[src/hdl/cci_pkg.sv]
// Shared types, widths and helpers for the curve crossing interpolator.
// No dependencies; every other file imports this package.
`default_nettype none

package cci_pkg;

	localparam int VALUE_W = 32;            // sample and result width
	localparam int DIFF_W  = VALUE_W + 1;   // exact difference of two values
	localparam int SUM_W   = VALUE_W + 2;   // |d0| + |d1|
	localparam int T_BITS  = 32;            // fraction bits of t
	localparam int CNT_W   = $clog2(T_BITS);

	typedef struct packed {
		logic signed [VALUE_W-1:0] sample_x;
		logic signed [VALUE_W-1:0] first_value;
		logic signed [VALUE_W-1:0] second_value;
		logic                      end_of_curves;
	} sample_t;

	typedef struct packed {
		logic signed [VALUE_W-1:0] crossing_x;
		logic signed [VALUE_W-1:0] crossing_y;
	} crossing_t;

	// controller -> datapath
	typedef struct packed {
		logic load;      // capture request and update previous sample
		logic diff;      // form the four differences
		logic setup;     // magnitudes, divider operands
		logic div_step;  // one quotient bit
		logic mul_x;     // x product
		logic mul_y;     // y product, finish x
		logic add_y;     // finish y
		logic out_load;  // move result into output register
	} dp_cmd_t;

	// datapath -> controller
	typedef struct packed {
		logic crossing;  // valid during setup
	} dp_status_t;

	function automatic logic [DIFF_W-1:0] mag_f(input logic [DIFF_W-1:0] v);
		mag_f = v[DIFF_W-1] ? (~v + 1'b1) : v;
	endfunction

endpackage

`default_nettype wire

[src/hdl/cci_datapath.sv]
// Datapath: previous-sample storage, differences, restoring divider for t,
// shared multiplier for both interpolations, output register. Uses cci_pkg.
`default_nettype none

module cci_datapath
	import cci_pkg::*;
(
	input  wire logic       clk,
	input  wire logic       arst_n,
	input  wire sample_t    sample,
	input  wire dp_cmd_t    cmd,
	output      dp_status_t status,
	output      crossing_t  result
);

	// previous sample
	logic signed [VALUE_W-1:0] prior_x_q, prior_first_q, prior_second_q;
	logic                      prior_valid_q;

	// captured operands of the current request
	logic signed [VALUE_W-1:0] op_px_q, op_pf_q, op_ps_q, op_x_q, op_f_q, op_s_q;
	logic                      op_valid_q;

	logic signed [DIFF_W-1:0]  d0_q, d1_q, dx_q, dy_q;
	logic [DIFF_W-1:0]         mag_x_q, mag_y_q;
	logic                      neg_x_q, neg_y_q;

	logic [SUM_W-1:0]          den_q, rem_q;
	logic [T_BITS-1:0]         quo_q;
	logic [2*T_BITS-1:0]       prod_q;
	logic signed [VALUE_W-1:0] res_x_q, res_y_q;
	crossing_t                 out_q;

	logic [DIFF_W-1:0]         mag_d0, mag_d1;
	logic [SUM_W:0]            rem_sh;
	logic [SUM_W:0]            den_ext;
	logic [DIFF_W-1:0]         mul_src;
	logic [2*T_BITS-1:0]       product;

	// a0 +/- floor(|a1 - a0| * t / 2^32); high magnitude bit contributes t itself
	function automatic logic signed [VALUE_W-1:0] lerp_f(
		input logic signed [VALUE_W-1:0] a0,
		input logic                      hi,
		input logic                      neg,
		input logic [2*T_BITS-1:0]       prod,
		input logic [T_BITS-1:0]         t
	);
		logic [T_BITS:0]  off;
		logic [SUM_W-1:0] r;
		off = (hi ? {1'b0, t} : '0) + {1'b0, prod[2*T_BITS-1:T_BITS]};
		r = neg ? (SUM_W'(a0) - SUM_W'(off)) : (SUM_W'(a0) + SUM_W'(off));
		lerp_f = r[VALUE_W-1:0];
	endfunction

	assign status.crossing = op_valid_q && (d0_q != '0) && (d1_q != '0)
		&& (d0_q[DIFF_W-1] != d1_q[DIFF_W-1]);

	assign mag_d0  = mag_f(d0_q);
	assign mag_d1  = mag_f(d1_q);
	assign rem_sh  = {rem_q, 1'b0};
	assign den_ext = {1'b0, den_q};
	assign mul_src = cmd.mul_x ? mag_x_q : mag_y_q;
	assign product = (2*T_BITS)'(mul_src[T_BITS-1:0]) * (2*T_BITS)'(quo_q);
	assign result  = out_q;

	always_ff @(posedge clk or negedge arst_n) begin
		if (!arst_n) begin
			prior_x_q      <= '0;
			prior_first_q  <= '0;
			prior_second_q <= '0;
			prior_valid_q  <= 1'b0;
		end else if (cmd.load) begin
			if (sample.end_of_curves) begin
				prior_x_q      <= '0;
				prior_first_q  <= '0;
				prior_second_q <= '0;
				prior_valid_q  <= 1'b0;
			end else begin
				prior_x_q      <= sample.sample_x;
				prior_first_q  <= sample.first_value;
				prior_second_q <= sample.second_value;
				prior_valid_q  <= 1'b1;
			end
		end
	end

	always_ff @(posedge clk) begin
		if (cmd.load) begin
			op_px_q    <= prior_x_q;
			op_pf_q    <= prior_first_q;
			op_ps_q    <= prior_second_q;
			op_x_q     <= sample.sample_x;
			op_f_q     <= sample.first_value;
			op_s_q     <= sample.second_value;
			op_valid_q <= prior_valid_q;
		end
		if (cmd.diff) begin
			d0_q <= DIFF_W'(op_pf_q) - DIFF_W'(op_ps_q);
			d1_q <= DIFF_W'(op_f_q) - DIFF_W'(op_s_q);
			dx_q <= DIFF_W'(op_x_q) - DIFF_W'(op_px_q);
			dy_q <= DIFF_W'(op_f_q) - DIFF_W'(op_pf_q);
		end
		if (cmd.setup) begin
			den_q   <= SUM_W'(mag_d0) + SUM_W'(mag_d1);
			rem_q   <= SUM_W'(mag_d0);
			quo_q   <= '0;
			mag_x_q <= mag_f(dx_q);
			neg_x_q <= dx_q[DIFF_W-1];
			mag_y_q <= mag_f(dy_q);
			neg_y_q <= dy_q[DIFF_W-1];
		end
		if (cmd.div_step) begin
			// remainder stays below den, so the shifted value fits and the
			// difference fits back in SUM_W bits
			if (rem_sh >= den_ext) begin
				rem_q <= SUM_W'(rem_sh - den_ext);
				quo_q <= {quo_q[T_BITS-2:0], 1'b1};
			end else begin
				rem_q <= rem_sh[SUM_W-1:0];
				quo_q <= {quo_q[T_BITS-2:0], 1'b0};
			end
		end
		if (cmd.mul_x || cmd.mul_y)
			prod_q <= product;
		if (cmd.mul_y)
			res_x_q <= lerp_f(op_px_q, mag_x_q[DIFF_W-1], neg_x_q, prod_q, quo_q);
		if (cmd.add_y)
			res_y_q <= lerp_f(op_pf_q, mag_y_q[DIFF_W-1], neg_y_q, prod_q, quo_q);
		if (cmd.out_load) begin
			out_q.crossing_x <= res_x_q;
			out_q.crossing_y <= res_y_q;
		end
	end

endmodule

`default_nettype wire

[src/hdl/cci_ctrl.sv]
// Controller: sequences accept, difference, divide, multiply and output
// steps, and owns both handshakes. Uses cci_pkg.
`default_nettype none

module cci_ctrl
	import cci_pkg::*;
(
	input  wire logic       clk,
	input  wire logic       arst_n,
	input  wire logic       sample_valid,
	output      logic       sample_stall,
	output      logic       crossing_valid,
	input  wire logic       crossing_stall,
	input  wire dp_status_t status,
	output      dp_cmd_t    cmd
);

	localparam logic [2:0] ST_IDLE  = 3'd0;
	localparam logic [2:0] ST_DIFF  = 3'd1;
	localparam logic [2:0] ST_SETUP = 3'd2;
	localparam logic [2:0] ST_DIV   = 3'd3;
	localparam logic [2:0] ST_MUL_X = 3'd4;
	localparam logic [2:0] ST_MUL_Y = 3'd5;
	localparam logic [2:0] ST_ADD_Y = 3'd6;
	localparam logic [2:0] ST_DONE  = 3'd7;

	logic [2:0]       state_q, state_d;
	logic [CNT_W-1:0] cnt_q;
	logic             out_valid_q;
	logic             out_free;

	assign sample_stall   = (state_q != ST_IDLE);
	assign crossing_valid = out_valid_q;
	assign out_free       = !out_valid_q || !crossing_stall;

	always_comb begin
		cmd      = '0;
		state_d  = state_q;
		unique case (state_q)
			ST_IDLE: begin
				if (sample_valid) begin
					cmd.load = 1'b1;
					state_d  = ST_DIFF;
				end
			end
			ST_DIFF: begin
				cmd.diff = 1'b1;
				state_d  = ST_SETUP;
			end
			ST_SETUP: begin
				cmd.setup = 1'b1;
				state_d   = status.crossing ? ST_DIV : ST_IDLE;
			end
			ST_DIV: begin
				cmd.div_step = 1'b1;
				if (cnt_q == CNT_W'(T_BITS - 1))
					state_d = ST_MUL_X;
			end
			ST_MUL_X: begin
				cmd.mul_x = 1'b1;
				state_d   = ST_MUL_Y;
			end
			ST_MUL_Y: begin
				cmd.mul_y = 1'b1;
				state_d   = ST_ADD_Y;
			end
			ST_ADD_Y: begin
				cmd.add_y = 1'b1;
				state_d   = ST_DONE;
			end
			ST_DONE: begin
				if (out_free) begin
					cmd.out_load = 1'b1;
					state_d      = ST_IDLE;
				end
			end
			default: state_d = ST_IDLE;
		endcase
	end

	always_ff @(posedge clk or negedge arst_n) begin
		if (!arst_n) begin
			state_q     <= ST_IDLE;
			cnt_q       <= '0;
			out_valid_q <= 1'b0;
		end else begin
			state_q <= state_d;
			if (cmd.setup)
				cnt_q <= '0;
			else if (cmd.div_step)
				cnt_q <= cnt_q + 1'b1;
			if (cmd.out_load)
				out_valid_q <= 1'b1;
			else if (!crossing_stall)
				out_valid_q <= 1'b0;
		end
	end

endmodule

`default_nettype wire

[src/hdl/curve_crossing_interpolator_top.sv]
// Channel    Direction  Handshake                       Payload
// sample     in         sample_valid / sample_stall     sample_t (x, two values, end flag)
// crossing   out        crossing_valid / crossing_stall crossing_t (x, y)
//
// A sample without a crossing passes accept, difference and setup only; one with a
// crossing also runs the restoring divider, forming t one quotient bit per cycle.
// The result register frees the core: the next sample is taken while a result
// still waits. A stalled result holds the core in its last step only.
// Reset clears the previous sample and all handshake state.
// Top level; depends on cci_pkg, cci_ctrl and cci_datapath.
`default_nettype none

module curve_crossing_interpolator_top
	import cci_pkg::*;
(
	input  wire logic      clk,
	input  wire logic      arst_n,
	input  wire logic      sample_valid,
	output      logic      sample_stall,
	input  wire sample_t   sample,
	output      logic      crossing_valid,
	input  wire logic      crossing_stall,
	output      crossing_t crossing
);

	dp_cmd_t    cmd;
	dp_status_t status;

	cci_ctrl u_ctrl (
		.clk            (clk),
		.arst_n         (arst_n),
		.sample_valid   (sample_valid),
		.sample_stall   (sample_stall),
		.crossing_valid (crossing_valid),
		.crossing_stall (crossing_stall),
		.status         (status),
		.cmd            (cmd)
	);

	cci_datapath u_dp (
		.clk    (clk),
		.arst_n (arst_n),
		.sample (sample),
		.cmd    (cmd),
		.status (status),
		.result (crossing)
	);

endmodule

`default_nettype wire

[config.mk]
export PLATFORM = sky130hd
export DESIGN_NAME = curve_crossing_interpolator_top
export DESIGN_NICKNAME = d
export VERILOG_FILES = /design/src/hdl/cci_pkg.sv /design/src/hdl/cci_datapath.sv /design/src/hdl/cci_ctrl.sv /design/src/hdl/curve_crossing_interpolator_top.sv
export SDC_FILE = /design/constraint.sdc
export NUM_CORES = 2
export LEC_CHECK = 0
export BUFFER_PORTS_ARGS = -buffer_cell sky130_fd_sc_hd__buf_4
export CORE_ASPECT_RATIO = 0.6
export CORE_MARGIN = 3
export CORE_UTILIZATION = 26
export DETAILED_ROUTE_END_ITERATION = 7
export GPL_ROUTABILITY_DRIVEN = 0
export PLACE_DENSITY = 0.5
export SKIP_LAST_GASP = 1
export SYNTH_ARGS = -nofsm -noshare
export SYNTH_HDL_FRONTEND = slang
export SYNTH_HIERARCHICAL = 1
export SYNTH_SLANG_ARGS = --single-unit
[constraint.sdc]
create_clock -name clk -period 14.9 [get_ports clk]
set_input_delay 0.745 -clock clk [delete_from_list [all_inputs] [get_ports clk]]
set_output_delay 0.745 -clock clk [all_outputs]
set_load 0.1 [all_outputs]
# Word level (Yosys, flattened, before mapping)
# Index checks and enable logic that the tools add are counted.
word_totals:
  wordCells: 119
  reg_bits: 791
op_classes:
  reduce_logical: 13
  n_bitwise: 4
  n_eq_ne: 13
  addsub: 17
  magnitude_cmp: 1
  n_mux: 38
  multipliers: 1
ops:
  columns: ["operator", "count"]
  rows:
  - ["$mux W32", 12]
  - ["$add A33 B1 Y33 const B", 4]
  - ["$not A33 Y33", 4]
  - ["$sub A32 B32 Y33", 4]
  - ["$add A32 B32 Y32", 4]
  - ["$mux W34", 3]
  - ["$mux W33", 2]
  - ["$reduce_bool A33 Y1", 2]
  - ["$mul A32 B32 Y64", 1]
  - ["$sub A32 B32 Y32", 2]
  - ["$ge A35 B34 Y1", 1]
  - ["$add A33 B33 Y34", 1]
  - ["$sub A34 B34 Y34", 1]
  - ["$pmux W3 S8", 1]
  - ["$mux W1", 14]
  - ["$eq A3 B3 Y1 const B", 4]
  - ["$mux W5", 2]
  - ["$mux W3", 3]
  - ["$eq A3 B2 Y1 const B", 2]
  - ["$ne A2 B1 Y1 const B", 3]
  - ["$add A5 B1 Y5 const B", 1]
  - ["$eq A5 B5 Y1 const B", 1]
  - ["$eq A3 B1 Y1 const B", 1]
  - ["$logic_and A1 B1 Y1", 3]
  - ["other kinds (9)", 11]

# Logic depth before layout (Yosys ltp)
logic_depth:
  word_depth: 6
  ltp_mapped: 36
  depth_no_buf: 32

# Modules after synthesis
# Netlist, hierarchy kept.
modules_own_cells:
  columns: ["mod", "seq_area_each_um2", "area_per_inst_um2", "instances", "cells_each"]
  rows:
  - ["cci_datapath", 22036.1, 76719.8, 1, 7642]
  - ["cci_ctrl", 225.2, 531.8, 1, 54]

# Least setup slack after synthesis
# No wires, ideal clock.
synth_timing:
  path_type: "register to register"
  start: "register u_ctrl.state_q[0]"
  end: "register u_dp.d0_q[0], enable pin"
  path_slack_ps: 3946
  path_stages_with_launch: 3
  n_path_buf: 1
  required_ps: 14088
  synth_period_minus_slack_ps: 10954
  arrival_time_ps: 10142
  setup_time_ps: 812
  cell_sequence: "dfrtp_1 -> buf_2 -> nor3b_1"
synth_rtl:
  columns: ["item", "line", "source"]
  rows:
  - ["from (decl)", "cci_ctrl.sv:27", "logic [2:0] state_q, state_d;"]
  - ["from (signal assigned)", "cci_ctrl.sv:87", "state_q <= state_d;"]
  - ["to (signal assigned)", "cci_datapath.sv:98", "d0_q <= DIFF_W'(op_pf_q) - DIFF_W'(op_ps_q);"]
  - ["to (decl)", "cci_datapath.sv:24", "logic signed [DIFF_W-1:0] d0_q, d1_q, dx_q, dy_q;"]

==> impl_metrics.csv <==
group,metric,value,unit
status,status,"completed",
yosys,synthArstFlopShare,13.97,%
finish,fillers,30540,
route,drc,0,
finish,layout-drive-gt1-share,6.109,%
clock_network,clk_latency,0.70,ns
timing,fin_tns_setup,0,ns
route,wl_per_cell,22.12,µm
finish,fin_cells,11720,
worst_setup_path,critical_path.slowest_cell,"mux2_2",
clock_network,cts_tree,"done",
hold_path,min_path_type,"input pin to async pin",
yosys,syn_nets,9289,
timing,tightest_slew,1.209,ns
yosys,ys_ff_latch,759,
route,finalWirelength,259.2,mm
yosys,synth.yosys.seq_area_share,28.82,%
timing,fmax,96.92,MHz
route,drt-initial-drc-count,5921,
timing,max-slew-margin-rel,18.81,%
worst_setup_path,reg2reg_to,"u_dp/prod_q[61]",
floorplan,die_w,709.7,µm
timing,min_period,10.32,ns
place,port_buffers,166,
timing,hold_viol_final,0,
clock_network,clock_path_buffers,3,
clock_network,cts_buffers,80,
grt,grt_pass1_vias,55160,
grt,grt_pass1_wl,379.7,mm
floorplan,row_count,154,
timing,timing.hold.ws,0.06715,ns
worst_setup_path,worstSetupPathType,"register to register",
grt,grt_overflow,0,
worst_setup_path,cp.required,15.39,ns
route,antenna_left,0,
floorplan,io_pins,167,
yosys,yosys_warnings,6,
worst_setup_path,r2r_setup_slack,4.58,ns
finish,final_nets,9336,
timing,min_period_over_period,69.25,%
worst_setup_path,r2r_cells,30,
yosys,syn-cell-area,0.07725,mm²
clock_network,cts-root-buf,"clkbuf_16",
place,hpwlAfterDp,205.3,mm
route,routed_via_density,4.825,
grt,antenna_found_initial,35,
clock_network,cts-hold-fix-buffers,0,
timing,report.final.slew_viol_count,0,
clock_network,path_clk_slew,0.07,ns
clock_network,post_cts_buffers,0,
yosys,synth_edf_count,653,
place,numPlacedInstances,11560,
worst_setup_path,start_kind,"register",
route,vias,56520,
finish,syn_to_final_growth,10.98,%
route,drt_first_pass_iters,6,
floorplan,fp.dieH,428.2,µm
yosys,synth_cell_types,92,
clock_network,cts_resized,0,
clock_network,htree_levels,3,
worst_setup_path,timing.rr.start,"u_ctrl/state_q[2]",
yosys,synth_top_cell_by_area,"edfxtp_1",
worst_setup_path,crit_path_frequent_cell,"fa_1",
yosys,synthTopCellsByArea,"edfxtp_1 25%, fa_1 23%, ha_1 9.5%, inv_1 6.2%, and2_1 5.8%",
grt,grt_use_total,16.79,%
place,place_area,0.08302,mm²
timing,rsz0062_at_grt,"no",
floorplan,dieArea,0.3039,mm²
yosys,avgSynthCellArea,10.04,µm²
worst_setup_path,critPathArrivalTime,10.80,ns
timing,fin_skew,0.08805,ns
worst_setup_path,cp_max_fo,33,
finish,fin_area,0.08573,mm²
timing,setup_viol,0,
floorplan,core,0.2946,mm²
worst_setup_path,slowest_delay,0.95,ns
yosys,yosysTopAreaCellShare,25.38,%
worst_setup_path,crit_path_start,"u_ctrl/state_q[2]",
yosys,netlist_instances,7696,
yosys,ys.flop_type,"edfxtp_1",
worst_setup_path,crit_end,"u_dp/prod_q[61]",
clock_network,cts_num_sinks,759,
run,max-cap-violations,0,
grt,grt_max_degree,84,
worst_setup_path,cp-end-kind,"register",
floorplan,start_util,26.22,%
[final cells by class]
| type | instances | area, µm² | area share, % |
|---|---|---|---|
| Clock inverter | 42 | 526.8 | 0.6144 |
| Sequential cell | 759 | 22260 | 25.97 |
| Antenna cell | 7 | 17.52 | 0.02043 |
| Multi-Input combinational cell | 5371 | 49150 | 57.34 |
| Timing Repair Buffer | 260 | 1956 | 2.281 |
| Clock buffer | 105 | 2166 | 2.526 |
| Inverter | 1271 | 4771 | 5.565 |
| Tap cell | 3900 | 4880 | 5.692 |
[routing by layer]
layer  up-vias  wire (µm)  GRT usage, %  share of wire (%)
met5         -         13             0             0.0050
met4         2       3398         2.296                1.3
met3       176      29790         4.913                 11
met2      2388      90100         20.13                 35
met1     28790     135900         28.54                 52
li1      25170          -             -                  -
[synthesized netlist by cell type, drive strengths merged (8+ instances only)]
cell type  count
a211oi        24
and3          28
dfrtp        106
mux2i         20
nor3          62
nand3b       104
a211o         10
fa           905
a21o         164
nand3         71
o21a          53
a221o          8
nor4          20
and2         715
o21ai        324
mux2          34
or3           27
o41ai         23
nand2b        54
a21oi        350
a2111oi        8
edfxtp       653
o211ai        11
clkbuf       277
o31ai         55
a31oi         44
ha           587
or4           21
nand4         40
xnor2        375
buf           18
o22ai         12
inv         1271
nor3b         14
xor2         110
nand2        638
nor2b         49
or2           18
o21bai        36
a21boi        14
nor2         258
[state kept, by name (all words and copies together), names as in the netlist, 33 cells and up]
| signal | count |
|---|---|
| u_dp/result | 64 |
| u_dp/den_q | 34 |
| u_dp/rem_q | 34 |
| u_dp/d0_q | 33 |
| u_dp/d1_q | 33 |
| u_dp/dx_q | 33 |
| u_dp/dy_q | 33 |
| u_dp/mag_x_q | 33 |
| u_dp/mag_y_q | 33 |
[worst max-delay path, delay by kind of cell, from the launching register on]
kind / cells / cell delay, ns
adders and majority gates: 9 / 3.99
muxes: 1 / 0.95
AOI/OAI and AO/OA: 8 / 2.05
and+or+nand+nor: 6 / 1.82
buffers and inverters: 6 / 0.68
DFF: 1 / 0.57
[worst min-delay path by stage]
| stage | slack, ns | endpoint | start | depth (start not counted) |
|---|---|---|---|---|
| after floorplan | 0.40 | u_dp/result[0] | u_dp/res_y_q[0] | 0 |
| after global placement | 0.40 | u_dp/result[44] | u_dp/res_x_q[12] | 0 |
| after CTS | 0.06 | u_dp/prior_x_q[29] | arst_n | 1 |
| after detailed placement | 0.40 | u_dp/result[40] | u_dp/res_x_q[8] | 0 |
| after global routing | 0.07 | u_dp/prior_x_q[29] | arst_n | 1 |
| final | 0.07 | u_dp/prior_x_q[29] | arst_n | 1 |
[logic make-up (layout without fill, tap and decap cells)]
group                      Yosys count  after routing  synth area share (%)
and+or+nand+nor                   2140           2140                 14.60
buffers and inverters             1566           1678                 7.632
adders and majority gates         1492           1492                 32.96
AOI/OAI and AO/OA                 1198           1198                 9.668
DFF                                759            759                 28.82
xor gates and xnor gates           487            487                 5.567
muxes                               54             54                0.7548
other                                0              7                     0
[placed cells by master, fill, tap and decap left out, drive strengths merged, types with 49 or more instances in the layout]
cell type,netlist,routed
inv,1271,1275
fa,905,905
and2,715,715
edfxtp,653,653
nand2,638,638
ha,587,587
xnor2,375,375
a21oi,350,350
o21ai,324,324
buf,18,260
nor2,258,258
a21o,164,164
xor2,110,110
dfrtp,106,106
clkbuf,277,105
nand3b,104,104
nand3,71,71
nor3,62,62
o31ai,55,55
nand2b,54,54
o21a,53,53
nor2b,49,49
[per-stage QoR]
stage          util (%)  setup WS, ns
6_report          29.10         4.582
5_1_grt           29.09         4.238
4_1_cts           29.09         4.656
3_5_place_dp      28.18         4.748
3_3_place_gp      28.18         4.837
2_1_floorplan         -         3.946
Power is not shown: default switching activity piles up to over one toggle a cycle in this logic, so the estimate is an artifact.
